### config.mk
export PLATFORM = sky130hd
export DESIGN_NAME = card_job_machine_executor
export DESIGN_NICKNAME = d
export VERILOG_FILES = /design/src/rtl/cjm_pkg.sv /design/src/rtl/card_job_machine_executor.sv /design/src/rtl/cjm_front.sv /design/src/rtl/cjm_queue.sv /design/src/rtl/cjm_back.sv
export VERILOG_INCLUDE_DIRS = /design/src /design/src/rtl
export SDC_FILE = /design/constraint.sdc
export NUM_CORES = 2
export LEC_CHECK = 0
export ABC_CLOCK_PERIOD_IN_PS = 6900
export BUFFER_PORTS_ARGS = -buffer_cell sky130_fd_sc_hd__buf_2
export CORE_MARGIN = 3
export CORE_UTILIZATION = 25
export DETAILED_ROUTE_END_ITERATION = 10
export PLACE_DENSITY_LB_ADDON = 0.1
export SETUP_SLACK_MARGIN = 0.05
export SLEW_MARGIN = 20
export SYNTH_ARGS = -nofsm -noshare
export SYNTH_HDL_FRONTEND = slang
export SYNTH_SLANG_ARGS = --single-unit
### constraint.sdc
create_clock -name i_clk -period 6.9 [get_ports i_clk]
set_input_delay 0.345 -clock i_clk [delete_from_list [all_inputs] [get_ports i_clk]]
set_output_delay 0.345 -clock i_clk [all_outputs]
set_load 0.05 [all_outputs]
### src/rtl/assert_macros.svh
// assertion macros shared by the rtl
`ifndef ASSERT_MACROS_SVH
`define ASSERT_MACROS_SVH

// same-cycle implication
`define AST_IMP(lbl, ante, cons, msg) \
    lbl: assert property (@(posedge i_clk) disable iff (!i_rst_n) (ante) |-> (cons)) \
        else $error(msg);

// next-cycle implication
`define AST_NXT(lbl, ante, cons, msg) \
    lbl: assert property (@(posedge i_clk) disable iff (!i_rst_n) (ante) |=> (cons)) \
        else $error(msg);

`endif

### src/rtl/cjm_pkg.sv
// types, constants and decode helpers of the card job machine
package cjm_pkg;

    localparam logic [31:0] SPACES = 32'h2020_2020;
    localparam logic [7:0] CH_ZERO = 8'h30;
    localparam logic [7:0] CH_L = 8'h4C;
    localparam logic [7:0] CH_R = 8'h52;
    localparam logic [7:0] CH_S = 8'h53;
    localparam logic [7:0] CH_C = 8'h43;
    localparam logic [7:0] CH_B = 8'h42;
    localparam logic [7:0] CH_T = 8'h54;
    localparam logic [7:0] CH_G = 8'h47;
    localparam logic [7:0] CH_D = 8'h44;
    localparam logic [7:0] CH_P = 8'h50;
    localparam logic [7:0] CH_H = 8'h48;

    localparam logic [2:0] ACT_NEW    = 3'd0;
    localparam logic [2:0] ACT_LOAD   = 3'd1;
    localparam logic [2:0] ACT_START  = 3'd2;
    localparam logic [2:0] ACT_STEP   = 3'd3;
    localparam logic [2:0] ACT_CARD   = 3'd4;
    localparam logic [2:0] ACT_ABSENT = 3'd5;

    localparam logic [2:0] KIND_ACC   = 3'd0;
    localparam logic [2:0] KIND_OUTW  = 3'd1;
    localparam logic [2:0] KIND_CARD  = 3'd2;
    localparam logic [2:0] KIND_HALT  = 3'd3;
    localparam logic [2:0] KIND_FAULT = 3'd4;

    localparam logic [2:0] FLT_NONE  = 3'd0;
    localparam logic [2:0] FLT_ADDR  = 3'd1;
    localparam logic [2:0] FLT_IC    = 3'd2;
    localparam logic [2:0] FLT_LOAD  = 3'd3;
    localparam logic [2:0] FLT_MODE  = 3'd4;

    localparam int DADDR_W = 7;

    typedef enum logic [2:0] {
        CMD_NEW, CMD_LOAD, CMD_START, CMD_STEP, CMD_CARD, CMD_ABSENT, CMD_BAD
    } t_cmd;

    typedef struct packed {
        t_cmd        cmd;
        logic [31:0] word;
    } t_req;

    typedef enum logic [1:0] {
        MODE_IDLE, MODE_LOAD, MODE_RUN, MODE_WAIT
    } t_mode;

    typedef enum logic [2:0] {
        OP_LR, OP_SR, OP_CR, OP_BT, OP_GD, OP_PD, OP_H, OP_NOP
    } t_op;

    function automatic t_op dec_op(input logic [7:0] c0, input logic [7:0] c1);
        t_op op;
        op = OP_NOP;
        if (c0 == CH_L && c1 == CH_R) op = OP_LR;
        else if (c0 == CH_S && c1 == CH_R) op = OP_SR;
        else if (c0 == CH_C && c1 == CH_R) op = OP_CR;
        else if (c0 == CH_B && c1 == CH_T) op = OP_BT;
        else if (c0 == CH_G && c1 == CH_D) op = OP_GD;
        else if (c0 == CH_P && c1 == CH_D) op = OP_PD;
        else if (c0 == CH_H) op = OP_H;
        return op;
    endfunction

    function automatic logic is_digit(input logic [7:0] c);
        return (c >= CH_ZERO) && (c <= CH_ZERO + 8'd9);
    endfunction

endpackage

### src/rtl/card_job_machine_executor.sv
// top level of the card job machine executor
//
//  channel   dir   handshake           payload
//  request   in    i_valid / o_stall   i_action, i_word
//  result    out   o_valid / i_stall   o_kind, o_word_out, o_last, o_fault
//
//  a request other than a step passes the front register and the queue, and its result is registered
//  a step passes through issue read, decode and execute before its result is registered
//  a print step gives BLOCK_WORDS results, one a cycle while the result channel does not stall
//  card absent after a partial card fills each remaining word of the card with spaces, then gives its result
//  synchronous active-low reset; memory contents are undefined, written flags clear
//  a stalled result holds in the output register while up to three requests queue
module card_job_machine_executor import cjm_pkg::*; #(
    parameter int MEM_WORDS   = 100,
    parameter int BLOCK_WORDS = 10
) (
    input  logic        i_clk,
    input  logic        i_rst_n,
    input  logic        i_valid,
    output logic        o_stall,
    input  logic [2:0]  i_action,
    input  logic [31:0] i_word,
    output logic        o_valid,
    input  logic        i_stall,
    output logic [2:0]  o_kind,
    output logic [31:0] o_word_out,
    output logic        o_last,
    output logic [2:0]  o_fault
);

    logic q_full;
    logic push;
    t_req f_req;
    logic pop;
    logic q_nempty;
    t_req q_req;

    cjm_front u_front (
        .i_clk    (i_clk),
        .i_rst_n  (i_rst_n),
        .i_valid  (i_valid),
        .i_action (i_action),
        .i_word   (i_word),
        .o_stall  (o_stall),
        .i_q_full (q_full),
        .o_push   (push),
        .o_req    (f_req)
    );

    cjm_queue u_queue (
        .i_clk    (i_clk),
        .i_rst_n  (i_rst_n),
        .i_push   (push),
        .i_req    (f_req),
        .o_full   (q_full),
        .i_pop    (pop),
        .o_nempty (q_nempty),
        .o_req    (q_req)
    );

    cjm_back #(
        .MEM_WORDS   (MEM_WORDS),
        .BLOCK_WORDS (BLOCK_WORDS)
    ) u_back (
        .i_clk      (i_clk),
        .i_rst_n    (i_rst_n),
        .i_nempty   (q_nempty),
        .i_req      (q_req),
        .o_pop      (pop),
        .o_valid    (o_valid),
        .i_stall    (i_stall),
        .o_kind     (o_kind),
        .o_word_out (o_word_out),
        .o_last     (o_last),
        .o_fault    (o_fault)
    );

endmodule

### src/rtl/cjm_front.sv
// front stage: takes requests and classifies the action
module cjm_front import cjm_pkg::*; (
    input  logic        i_clk,
    input  logic        i_rst_n,
    input  logic        i_valid,
    input  logic [2:0]  i_action,
    input  logic [31:0] i_word,
    output logic        o_stall,
    input  logic        i_q_full,
    output logic        o_push,
    output t_req        o_req
);

    logic r_v;
    t_req r_req;
    t_cmd cls;
    logic accept;

    always_comb begin
        unique case (i_action)
            ACT_NEW:    cls = CMD_NEW;
            ACT_LOAD:   cls = CMD_LOAD;
            ACT_START:  cls = CMD_START;
            ACT_STEP:   cls = CMD_STEP;
            ACT_CARD:   cls = CMD_CARD;
            ACT_ABSENT: cls = CMD_ABSENT;
            default:    cls = CMD_BAD;
        endcase
    end

    assign o_stall = r_v && i_q_full;
    assign accept  = i_valid && !o_stall;
    assign o_push  = r_v && !i_q_full;
    assign o_req   = r_req;

    always_ff @(posedge i_clk) begin
        if (!i_rst_n) begin
            r_v <= 1'b0;
        end else if (accept) begin
            r_v <= 1'b1;
        end else if (o_push) begin
            r_v <= 1'b0;
        end
    end

    always_ff @(posedge i_clk) begin
        if (accept) begin
            r_req.cmd  <= cls;
            r_req.word <= i_word;
        end
    end

endmodule

### src/rtl/cjm_queue.sv
// two-entry request queue between front and back
module cjm_queue import cjm_pkg::*; (
    input  logic i_clk,
    input  logic i_rst_n,
    input  logic i_push,
    input  t_req i_req,
    output logic o_full,
    input  logic i_pop,
    output logic o_nempty,
    output t_req o_req
);

    `include "assert_macros.svh"

    t_req       r_ent [2];
    logic       r_wp;
    logic       r_rp;
    logic [1:0] r_cnt;

    assign o_full   = r_cnt == 2'd2;
    assign o_nempty = r_cnt != 2'd0;
    assign o_req    = r_ent[r_rp];

    always_ff @(posedge i_clk) begin
        if (!i_rst_n) begin
            r_wp  <= 1'b0;
            r_rp  <= 1'b0;
            r_cnt <= 2'd0;
        end else begin
            if (i_push) r_wp <= !r_wp;
            if (i_pop) r_rp <= !r_rp;
            case ({i_push, i_pop})
                2'b10:   r_cnt <= r_cnt + 2'd1;
                2'b01:   r_cnt <= r_cnt - 2'd1;
                default: r_cnt <= r_cnt;
            endcase
        end
    end

    always_ff @(posedge i_clk) begin
        if (i_push) r_ent[r_wp] <= i_req;
    end

    `AST_IMP(a_q_ptrs, (r_cnt == 2'd0 || r_cnt == 2'd2), (r_wp == r_rp), "queue pointers disagree with count")

endmodule

### src/rtl/cjm_back.sv
// back end: job state, word memory and instruction execution
module cjm_back import cjm_pkg::*; #(
    parameter int MEM_WORDS   = 100,
    parameter int BLOCK_WORDS = 10
) (
    input  logic        i_clk,
    input  logic        i_rst_n,
    input  logic        i_nempty,
    input  t_req        i_req,
    output logic        o_pop,
    output logic        o_valid,
    input  logic        i_stall,
    output logic [2:0]  o_kind,
    output logic [31:0] o_word_out,
    output logic        o_last,
    output logic [2:0]  o_fault
);

    `include "assert_macros.svh"

    localparam int AW = $clog2(MEM_WORDS);
    localparam int CW = $clog2(MEM_WORDS + 1);
    localparam int BW = $clog2(BLOCK_WORDS + 1);
    localparam int PW = (BLOCK_WORDS > 1) ? $clog2(BLOCK_WORDS) : 1;

    typedef enum logic [4:0] {
        S_IDLE  = 5'b00001,
        S_FETCH = 5'b00010,
        S_EXEC  = 5'b00100,
        S_PRINT = 5'b01000,
        S_FILL  = 5'b10000
    } t_state;

    logic [31:0]    mem [MEM_WORDS];
    logic           r_wr [MEM_WORDS];
    logic [31:0]    r_rd;
    logic           r_rdv;

    t_state         r_st, n_st;
    t_mode          r_mode, n_mode;
    logic [31:0]    r_gr, n_gr;
    logic           r_tog, n_tog;
    logic [CW-1:0]  r_ic, n_ic;
    logic [CW-1:0]  r_lp, n_lp;
    logic [AW-1:0]  r_cb, n_cb;
    logic [BW-1:0]  r_cc, n_cc;
    t_op            r_op, n_op;
    logic [AW-1:0]  r_addr, n_addr;
    logic           r_aok, n_aok;
    logic           r_bok, n_bok;
    logic [PW-1:0]  r_pi, n_pi;

    logic           r_ov;
    logic [2:0]     r_kind;
    logic [31:0]    r_wo;
    logic           r_last;
    logic [2:0]     r_flt;

    logic           out_free;
    logic           emit;
    logic [2:0]     e_kind;
    logic [31:0]    e_word;
    logic           e_last;
    logic [2:0]     e_flt;
    logic           mem_we;
    logic [AW-1:0]  mem_wa;
    logic [31:0]    mem_wd;
    logic [AW-1:0]  mem_ra;
    logic           wr_clr;
    logic [31:0]    rval;
    logic [7:0]     c0, c1, c2, c3;
    logic [DADDR_W-1:0] daddr;
    logic           d_aok;
    logic           d_bok;
    logic           op_addr;

    assign out_free = !r_ov || !i_stall;
    assign rval = r_rdv ? r_rd : SPACES;
    assign c0 = rval[31:24];
    assign c1 = rval[23:16];
    assign c2 = rval[15:8];
    assign c3 = rval[7:0];
    assign daddr = DADDR_W'(c2[3:0]) * DADDR_W'(10) + DADDR_W'(c3[3:0]);
    assign d_aok = is_digit(c2) && is_digit(c3) && (daddr < DADDR_W'(MEM_WORDS));
    assign d_bok = d_aok &&
        ({1'b0, daddr} + (DADDR_W + 1)'(BLOCK_WORDS) <= (DADDR_W + 1)'(MEM_WORDS));
    assign op_addr = (r_op != OP_H) && (r_op != OP_NOP);

    always_comb begin
        n_st = r_st;   n_mode = r_mode; n_gr = r_gr;   n_tog = r_tog;
        n_ic = r_ic;   n_lp = r_lp;     n_cb = r_cb;   n_cc = r_cc;
        n_op = r_op;   n_addr = r_addr; n_aok = r_aok; n_bok = r_bok;
        n_pi = r_pi;
        o_pop = 1'b0;
        emit = 1'b0;   e_kind = KIND_ACC; e_word = '0; e_last = 1'b0; e_flt = FLT_NONE;
        mem_we = 1'b0; mem_wa = '0; mem_wd = SPACES; mem_ra = '0; wr_clr = 1'b0;
        unique case (r_st)
            S_IDLE: begin
                if (i_nempty && out_free) begin
                    o_pop = 1'b1;
                    emit = 1'b1;
                    unique case (i_req.cmd)
                        CMD_NEW: begin
                            wr_clr = 1'b1;
                            n_gr = SPACES; n_tog = 1'b0; n_ic = '0; n_lp = '0;
                            n_cb = '0; n_cc = '0; n_mode = MODE_LOAD;
                        end
                        CMD_LOAD: begin
                            if (r_mode != MODE_LOAD) begin
                                e_kind = KIND_FAULT; e_flt = FLT_MODE;
                            end else if (r_lp >= CW'(MEM_WORDS)) begin
                                e_kind = KIND_FAULT; e_flt = FLT_LOAD;
                            end else begin
                                mem_we = 1'b1; mem_wa = r_lp[AW-1:0]; mem_wd = i_req.word;
                                n_lp = r_lp + 1'b1;
                            end
                        end
                        CMD_START: begin
                            if (r_mode != MODE_LOAD) begin
                                e_kind = KIND_FAULT; e_flt = FLT_MODE;
                            end else begin
                                n_ic = '0; n_mode = MODE_RUN;
                            end
                        end
                        CMD_STEP: begin
                            if (r_mode != MODE_RUN) begin
                                e_kind = KIND_FAULT; e_flt = FLT_MODE;
                            end else if (r_ic >= CW'(MEM_WORDS)) begin
                                e_kind = KIND_FAULT; e_flt = FLT_IC; n_mode = MODE_IDLE;
                            end else begin
                                emit = 1'b0;
                                mem_ra = r_ic[AW-1:0];
                                n_ic = r_ic + 1'b1;
                                n_st = S_FETCH;
                            end
                        end
                        CMD_CARD: begin
                            if (r_mode != MODE_WAIT) begin
                                e_kind = KIND_FAULT; e_flt = FLT_MODE;
                            end else begin
                                mem_we = 1'b1; mem_wa = r_cb + AW'(r_cc); mem_wd = i_req.word;
                                n_cc = r_cc + 1'b1;
                                if (r_cc == BW'(BLOCK_WORDS - 1)) n_mode = MODE_RUN;
                                else e_kind = KIND_CARD;
                            end
                        end
                        CMD_ABSENT: begin
                            if (r_mode != MODE_WAIT) begin
                                e_kind = KIND_FAULT; e_flt = FLT_MODE;
                            end else if (r_cc != '0) begin
                                emit = 1'b0;
                                n_st = S_FILL;
                            end else begin
                                n_mode = MODE_RUN;
                            end
                        end
                        default: begin
                            e_kind = KIND_FAULT; e_flt = FLT_MODE;
                        end
                    endcase
                end
            end
            S_FETCH: begin
                n_op = dec_op(c0, c1);
                n_addr = AW'(daddr);
                n_aok = d_aok;
                n_bok = d_bok;
                mem_ra = d_aok ? AW'(daddr) : '0;
                n_st = S_EXEC;
            end
            S_EXEC: begin
                mem_ra = r_addr;
                if (out_free) begin
                    emit = 1'b1;
                    n_st = S_IDLE;
                    if (op_addr && (!r_aok || ((r_op == OP_GD || r_op == OP_PD) && !r_bok))) begin
                        e_kind = KIND_FAULT; e_flt = FLT_ADDR; n_mode = MODE_IDLE;
                    end else begin
                        case (r_op)
                            OP_LR: n_gr = rval;
                            OP_SR: begin
                                mem_we = 1'b1; mem_wa = r_addr; mem_wd = r_gr;
                            end
                            OP_CR: n_tog = (r_gr == rval);
                            OP_BT: if (r_tog) n_ic = CW'(r_addr);
                            OP_GD: begin
                                n_cb = r_addr; n_cc = '0; n_mode = MODE_WAIT; e_kind = KIND_CARD;
                            end
                            OP_PD: begin
                                emit = 1'b0; n_pi = '0; n_st = S_PRINT;
                            end
                            OP_H: begin
                                e_kind = KIND_HALT; n_mode = MODE_IDLE;
                            end
                            default: e_kind = KIND_ACC;
                        endcase
                    end
                end
            end
            S_PRINT: begin
                mem_ra = r_addr + AW'(r_pi);
                if (out_free) begin
                    emit = 1'b1; e_kind = KIND_OUTW; e_word = rval;
                    if (r_pi == PW'(BLOCK_WORDS - 1)) begin
                        e_last = 1'b1;
                        n_st = S_IDLE;
                    end else begin
                        n_pi = r_pi + 1'b1;
                        mem_ra = r_addr + AW'(r_pi) + AW'(1);
                    end
                end
            end
            S_FILL: begin
                if (r_cc != BW'(BLOCK_WORDS)) begin
                    mem_we = 1'b1; mem_wa = r_cb + AW'(r_cc); mem_wd = SPACES;
                    n_cc = r_cc + 1'b1;
                end else if (out_free) begin
                    emit = 1'b1; n_mode = MODE_RUN; n_st = S_IDLE;
                end
            end
            default: n_st = S_IDLE;
        endcase
    end

    always_ff @(posedge i_clk) begin
        if (mem_we) mem[mem_wa] <= mem_wd;
        r_rd <= mem[mem_ra];
    end

    always_ff @(posedge i_clk) begin
        if (!i_rst_n || wr_clr) begin
            for (int k = 0; k < MEM_WORDS; k++) r_wr[k] <= 1'b0;
            r_rdv <= 1'b0;
        end else begin
            if (mem_we) r_wr[mem_wa] <= 1'b1;
            r_rdv <= r_wr[mem_ra];
        end
    end

    always_ff @(posedge i_clk) begin
        if (!i_rst_n) begin
            r_st <= S_IDLE;  r_mode <= MODE_IDLE; r_gr <= SPACES; r_tog <= 1'b0;
            r_ic <= '0;      r_lp <= '0;          r_cb <= '0;     r_cc <= '0;
            r_ov <= 1'b0;
        end else begin
            r_st <= n_st;    r_mode <= n_mode;    r_gr <= n_gr;   r_tog <= n_tog;
            r_ic <= n_ic;    r_lp <= n_lp;        r_cb <= n_cb;   r_cc <= n_cc;
            if (emit) r_ov <= 1'b1;
            else if (!i_stall) r_ov <= 1'b0;
        end
    end

    always_ff @(posedge i_clk) begin
        r_op <= n_op; r_addr <= n_addr; r_aok <= n_aok; r_bok <= n_bok; r_pi <= n_pi;
        if (emit) begin
            r_kind <= e_kind; r_wo <= e_word; r_last <= e_last; r_flt <= e_flt;
        end
    end

    assign o_valid    = r_ov;
    assign o_kind     = r_kind;
    assign o_word_out = r_wo;
    assign o_last     = r_last;
    assign o_fault    = r_flt;

    `AST_IMP(a_last_kind, (r_ov && r_last), (r_kind == KIND_OUTW), "last flag on a non-print result")
    `AST_IMP(a_print_run, (r_st == S_PRINT || r_st == S_FETCH), (r_mode == MODE_RUN), "executing outside run mode")
    `AST_NXT(a_fill_wait, (r_st == S_FILL && r_cc != BW'(BLOCK_WORDS)), (r_st == S_FILL), "fill left early")

endmodule
# Word-level counts from Yosys, hierarchy flattened
# Memories as Yosys holds them, arrays and structs flattened. A register that Yosys moved wholly into a read port is not among the register bits.
# Cells that the tools add are included.
dict set report classes {
  addsub 11
  n_mul 1
  n_div 0
  n_lt_le_gt_ge 8
  n_eq_ne 76
  shifts 0
  muxes 179
  n_bitwise 0
  n_reduce_logical 56
}
# op count
set op_table {}
lappend op_table {{$mux W32} 13}
lappend op_table {{$mux W7} 31}
lappend op_table {{$pmux W32 S2} 3}
lappend op_table {{$eq A8 B7 Y1 const B} 10}
lappend op_table {{$pmux W7 S2} 4}
lappend op_table {{$mux W5} 11}
lappend op_table {{$mux W1} 49}
lappend op_table {{$mux W3} 16}
lappend op_table {{$mux W4} 12}
lappend op_table {{$pmux W7 S3} 2}
lappend op_table {{$pmux W3 S6} 2}
lappend op_table {{$mux W2} 17}
lappend op_table {{$eq A32 B32 Y1} 1}
lappend op_table {{$ne A3 B3 Y1 const B} 10}
lappend op_table {{$pmux W7 S4} 1}
lappend op_table {{$pmux W5 S5} 1}
lappend op_table {{$ne A2 B1 Y1 const B} 12}
lappend op_table {{$reduce_and A6 Y1} 4}
lappend op_table {{$add A7 B1 Y7 const B} 3}
lappend op_table {{$add A7 B4 Y7} 3}
lappend op_table {{$eq A3 B3 Y1 const B} 7}
lappend op_table {{$ne A2 B2 Y1 const B} 10}
lappend op_table {{$eq A3 B2 Y1 const B} 6}
lappend op_table {{$logic_and A1 B1 Y1} 18}
lappend op_table {{other kinds (50)} 85}
dict set report word_totals {
  regBits 161
  latchBits 0
  ram_bits 3370
  rom_bits 0
  elab_cells 360
  n_memories 3
}
# name depth word_bits read_ports rd_ports_with_merged_regs wr line_no
set mem_list {}
lappend mem_list {u_back.mem 100 32 1 1 1 cjm_back.sv:34} ;# logic [31:0] mem [MEM_WORDS];
lappend mem_list {u_back.r_wr 100 1 1 1 100 cjm_back.sv:35} ;# logic r_wr [MEM_WORDS];
lappend mem_list {u_queue.r_ent 2 35 1 1 1 cjm_queue.sv:15} ;# t_req r_ent [2];

# Logic depth before layout (Yosys ltp)
dict set report logic_depth {
  depth_word 13
  ltp_mapped 23
}

# Modules after synthesis
# Synthesis repeated with hierarchy kept, for this count alone.
dict set report hier_totals {
  hier_cells 11168
  hier_area_um2 143087.2
}
# module n_inst cells_per_inst area_per_inst_um2
set by_module_without_submodules {}
lappend by_module_without_submodules {cjm_back 1 10994 139236.0}
lappend by_module_without_submodules {cjm_queue 1 131 2735.1}
lappend by_module_without_submodules {cjm_front 1 43 1116.1}

# Worst setup path before layout
# Ideal clock, no wire load.
dict set report synth_timing {
  path_type {reg-to-reg}
  start {register u_back.r_ov (netlist: u_back.o_valid)}
  end {memory u_back.mem[0][10], data pin}
  setup_ps 980
  arrival_ps 5572
  required_time_ps 5920
  setup_slack_ps 348
  path_stages_with_launch 9
  path_buffers 2
  period_less_slack_ps 6552
  cell_sequence {dfxtp_1 -> and2_1 -> nor2_1 -> nand2_4 -> clkinv_4 -> o21ai_0 -> clkbuf_1 -> clkbuf_1 -> o21ai_0}
}
dict set report synth_between {
  elab_chain_len 5
  elab_cells_between_ends 6
}
# item line_no
set synth_lines {}
lappend synth_lines {{start: declaration} cjm_back.sv:53} ;# logic r_ov;
lappend synth_lines {{start signal: assignment} cjm_back.sv:244} ;# r_ov <= 1'b0;
lappend synth_lines {{start signal: assignment} cjm_back.sv:248} ;# if (emit) r_ov <= 1'b1;
lappend synth_lines {{start signal: assignment} cjm_back.sv:249} ;# else if (!i_stall) r_ov <= 1'b0;
lappend synth_lines {{$logic_not A1 Y1 (*)} cjm_back.sv:77} ;# assign out_free = !r_ov || !i_stall;
lappend synth_lines {{$logic_or A1 B1 Y1 (*)} cjm_back.sv:77}
lappend synth_lines {{$logic_and A1 B1 Y1} cjm_back.sv:99} ;# if (i_nempty && out_free) begin
lappend synth_lines {{$mux W32} cjm_back.sv:99}
lappend synth_lines {{$pmux W32 S2 (*)} cjm_back.sv:97} ;# unique case (r_st)
lappend synth_lines {{net u_back.mem_wd[10]} cjm_back.sv:67} ;# logic [31:0] mem_wd;
lappend synth_lines {{end: declaration} cjm_back.sv:34}
# The timed path passes the listed nets; every way through them passes the cells marked *.

# Worst setup path in the final report
dict set report layout_timing {
  start {register u_back.r_rd[8], read port of u_back.mem}
  end {register u_back.r_rd[1], read port of u_back.mem}
}
dict set report layout_between {
  elab_chain_len 7
  elab_cells_between_ends 11
}
# item line_no
set layout_lines {}
lappend layout_lines {{start: declaration} cjm_back.sv:36} ;# logic [31:0] r_rd;
lappend layout_lines {{$mux W32 (*)} cjm_back.sv:78} ;# assign rval = r_rdv ? r_rd : SPACES;
lappend layout_lines {{$mul A4 B3 Y6, or another cell as far along} cjm_back.sv:83} ;# assign daddr = DADDR_W'(c2[3:0]) * DADDR_W'(10) + DADDR_W'(c3[3:0]);
lappend layout_lines {{$add A7 B4 Y7 or $logic_and A1 B1 Y1 (tied branches)} {cjm_back.sv:83, cjm_pkg.sv:69}}
lappend layout_lines {{$lt A7 B7 Y1 or $logic_and A1 B1 Y1 (tied branches)} cjm_back.sv:84} ;# assign d_aok = is_digit(c2) && is_digit(c3) && (daddr < DADDR_W'(MEM_WORDS));
lappend layout_lines {{$logic_and A1 B1 Y1} cjm_back.sv:84}
lappend layout_lines {{$mux W7 (*)} cjm_back.sv:168} ;# mem_ra = d_aok ? AW'(daddr) : '0;
lappend layout_lines {{$pmux W7 S4 (*)} cjm_back.sv:97}
# Every way passes the cells marked *; elsewhere a longest branch is shown, timed or not.
# A chain may end at the register's enable or synchronous reset.

==> impl_metrics.env <==
export IMPL_final_nets=12000
export IMPL_topRoutingLayerUsed="met4"
export IMPL_crit_family="simple AND/OR/NAND/NOR gates"
export IMPL_wirelength_um=567000
export IMPL_nFillCells=57100
export IMPL_core_um2=567000
export IMPL_synth_compound_gate_area_share_pct=5.28
export IMPL_via_per_inst=4.87
export IMPL_placedCellCount=19000
export IMPL_synth_top_family_by_area="simple AND/OR/NAND/NOR gates"
export IMPL_grt_overflow=0
export IMPL_wl_per_cell_um=28.6
export IMPL_finClkSkew_ps=62.7
export IMPL_dieWidth_um=762
export IMPL_dieArea_um2=580000
export IMPL_outcome="finished, final reports clean"
export IMPL_die_height_um=762
export IMPL_dp_hpwl_um=324000
export IMPL_cpMostUsedCell="nand3_1"
export IMPL_synth_nets=11600
export IMPL_pre_cts_ws_ps=-41.7
export IMPL_worstSetupEndpointType="flop"
export IMPL_post_cts_buffers=0
export IMPL_synth_adder_area_share_pct=0.278
export IMPL_htreeDepth=5
export IMPL_cpPeakStageDelay_ps=630
export IMPL_grt_pass1_wl_um=779000
export IMPL_yosys_area_share_xor_xnor_pct=0.275
export IMPL_synth_distinct_cells=90
export IMPL_maxCapViolCount=0
export IMPL_synth_cells=11600
export IMPL_ys_seq_area_share_pct=74.0
export IMPL_cts_num_sinks=3593
export IMPL_io_buffers=79
export IMPL_cts_tree="done"
export IMPL_clk_path_buf_depth=4
export IMPL_rows=276
export IMPL_rsz0062_at_grt="no"
export IMPL_grt_max_degree=104
export IMPL_p_leak_nw=54.1
export IMPL_first_pass_iters=5
export IMPL_cts_root_buf="clkbuf_16"
export IMPL_wl_met1_um=265000
export IMPL_drv_slew=0
export IMPL_clk_pin_slew_worst_paths_ps=60
export IMPL_wl_met3_um=29100
export IMPL_ir_drop_v=0.000252
export IMPL_period_share_pct=95.0
export IMPL_num_vias=96600
export IMPL_drive_gt1_share_pct=11.5
export IMPL_critPathKind="reg -> reg"
export IMPL_multi_input_area_um2=35300
export IMPL_ys_seq_elements=3593
export IMPL_yosysTopAreaCellShare_pct=70.7
export IMPL_slowest_stage="fa_1"
export IMPL_avgSynthCellArea_um2=12.4
export IMPL_synth_async_reset_ratio_pct=0
export IMPL_slew_headroom_pct=13.3
export IMPL_drtAntennaViolNets=0
export IMPL_regArea_um2=106000
export IMPL_path_cells="and3_1 -> ha_1 -> inv_1 -> fa_1 -> inv_1 -> and4_1 -> a41oi_1 -> nand4_1 -> nand3_4 -> buf_12 -> buf_12 -> buf_4 -> nand2_1 -> nand3_1 -> a21oi_1 -> nor4_2 -> nand3_1 -> nand3_1"
export IMPL_whs_ps=112
export IMPL_io_pins=80
export IMPL_tightest_slew_ps=1290
export IMPL_numCtsBuffers=421
export IMPL_synth_simple_area_share_pct=17.5
export IMPL_ff2ff_setup_slack_ps=350
export IMPL_p_per_area_nw_per_um2=275
export IMPL_crit_required_ps=7730
export IMPL_finalHoldViolations=0
export IMPL_cp_max_fo=45
export IMPL_grt_pass1_vias=93300
export IMPL_track_usage_pct=18.9
export IMPL_gp_congestion=0.780
export IMPL_antenna_found_initial=49
export IMPL_cp_start_kind="flop"
export IMPL_initial_core_util_pct=25.2
export IMPL_fin_ws_ps=347
export IMPL_wl_met2_um=260000
export IMPL_synthTopCellsByArea="edfxtp_1 71%, nand2_1 8.9%, nand3_1 6.1%, dfxtp_1 3.3%, a21oi_1 3.0%"
export IMPL_yosys_warnings=0
export IMPL_fin_crit_ps=6550
export IMPL_clk_latency_ps=1020
export IMPL_fin_cells=19800
export IMPL_min_path_type="in -> reg"
export IMPL_drc=0
export IMPL_yosys_area_top_type="edfxtp_1"
export IMPL_synth_mux_area_share_pct=0.334
export IMPL_arrival_ps=7380
export IMPL_area_delta_synth_final_pct=19.8
export IMPL_finalPower_mw=47.0
export IMPL_dr_first_iter_drc_count=10000
export IMPL_critical_path_buf_inv_count=5
export IMPL_synthFlopType="edfxtp_1"
export IMPL_syn_area_um2=143000
export IMPL_max_freq_mhz=153
export IMPL_synth_enable_flop_cells=3360
export IMPL_setup_viol=0
-- Yosys cell counts (all sizes together) (17+ instances only) --
library cell and instances:
a31oi 43, nor3 34, nor2 217, a32oi 38
nor4 203, mux2i 42, a21o 36, edfxtp 3360
xnor2 27, buf 375, clkbuf 357, a211oi 39
ha 26, nand2 3384, o21ai 85, and3 38
xor2 17, and2 61, a21oi 858, inv 33
o21a 106, nand4 21, nand3 1730, dfxtp 233
-- final timing paths --
path / from / end / cells after the start
setup / recovery: u_back.r_rd[8] / u_back.r_rd[1] / 18
hold / removal: i_word[1] / u_front.o_req[1] / 2
setup reg to reg: u_back.r_rd[8] / u_back.r_rd[1] / 18
hold reg to reg: u_back.r_wr[101] / u_back.r_wr[101] / 1
-- final cells by class --
| type | count | area share [%] |
|---|---|---|
| Antenna cell | 13 | 0.0190 |
| Clock buffer | 548 | 6.55 |
| Clock inverter | 219 | 1.08 |
| Inverter | 35 | 0.0798 |
| Multi-Input combinational cell | 7196 | 20.6 |
| Sequential cell | 3593 | 61.8 |
| Tap cell | 7506 | 5.49 |
| Timing Repair Buffer | 715 | 4.39 |
-- logic make-up after synthesis --
group                      count (synthesis)
muxes                                     47
AOI/OAI and AO/OA                       1304
adders and majority gates                 30
buffers and inverters                    767
xor gates and xnor gates                  44
and+or+nand+nor                         5770
DFF                                     3593
-- flip-flops by register name, indices dropped and copies added, names as in the netlist, 2 cells and up, named ones only --
| name | cells |
|---|---|
| u_back.r_addr | 7 |
| u_back.r_mode | 2 |
| u_back.r_cc | 4 |
| u_back.r_pi | 4 |
| u_back.r_wr | 128 |
| u_back.r_st | 5 |
| u_back.r_lp | 7 |
| u_back.o_kind | 3 |
| u_queue.r_cnt | 2 |
| u_back.r_rd | 32 |
| u_back.o_word_out | 32 |
| u_back.r_ic | 7 |
| u_front.o_req | 35 |
| u_back.mem | 3200 |
| u_back.r_cb | 7 |
| u_back.r_op | 3 |
| u_queue.r_ent | 70 |
| u_back.r_gr | 32 |
| u_back.o_fault | 3 |
-- placed cells by master (no fill, tap or decap), types with 14 or more instances in the layout --
| cell type | instances |
|---|---|
| nand3_1 | 1727 |
| clkinv_1 | 105 |
| nand2_4 | 14 |
| clkbuf_1 | 114 |
| ha_1 | 26 |
| nor2_1 | 117 |
| buf_12 | 169 |
| a211oi_1 | 38 |
| o21ai_0 | 59 |
| nor3_1 | 28 |
| clkbuf_16 | 425 |
| inv_1 | 33 |
| xnor2_1 | 27 |
| nand4_1 | 21 |
| nor4_1 | 184 |
| a22oi_1 | 15 |
| a32oi_1 | 38 |
| dlygate4sd3_1 | 65 |
| nor4_2 | 19 |
| mux2i_1 | 42 |
| and3_1 | 36 |
| nor2_4 | 98 |
| a21oi_1 | 858 |
| o21ai_4 | 26 |
| a31oi_1 | 42 |
| clkinv_2 | 65 |
| bufinv_16 | 21 |
| xor2_1 | 16 |
| a21o_1 | 36 |
| o21a_1 | 106 |
| buf_2 | 80 |
| nand3b_1 | 14 |
| nand2_1 | 3367 |
| dfxtp_1 | 231 |
| and2_1 | 34 |
| and2_0 | 24 |
| buf_4 | 397 |
| edfxtp_1 | 3360 |
-- what timing repair did --
action | in CTS | in global routing
resized for setup | 1 | 1
pin swaps | 0 | 0
endpoints found under the hold margin | 98 | 0
hold buffers | 65 | 0
gates cloned | 0 | 1
setup endpoints to repair | 1 | 3
-- metal layers --
metal  vias up  GRT usage (%)
met3       657           1.91
met1     50200           27.4
li1      42700              -
met2      3069           30.4
met4         0           4.15
met5         -              0
-- through the flow --
| stage | setup TNS [ps] | instance area [µm²] | utilization, % |
|---|---|---|---|
| floorplan | 0 | 143000 | - |
| global placement | -386 | 157000 | 27.7 |
| detailed placement | -41.7 | 157000 | 27.7 |
| CTS | 0 | 171000 | 30.1 |
| global route | 0 | 171000 | 30.1 |
| finish | 0 | 171000 | 30.1 |
-- report_power, final --
group / total, mW / switching [mW] / internal [mW]
clock network: 21.4 / 9.26 / 12.2
logic: 1.56 / 1.20 / 0.360
registers: 24.0 / 0.124 / 23.8
-- worst reg2reg max path, cell delays in order (launching register included) --
cell and delay [ps]:
dfxtp_1 610, and3_1 240, ha_1 150, inv_1 50
fa_1 630, inv_1 120, and4_1 230, a41oi_1 370
nand4_1 370, nand3_4 540, buf_12 220, buf_12 250
buf_4 590, nand2_1 170, nand3_1 100, a21oi_1 70
nor4_2 600, nand3_1 530, nand3_1 520
(Power assumes the default switching activity.)
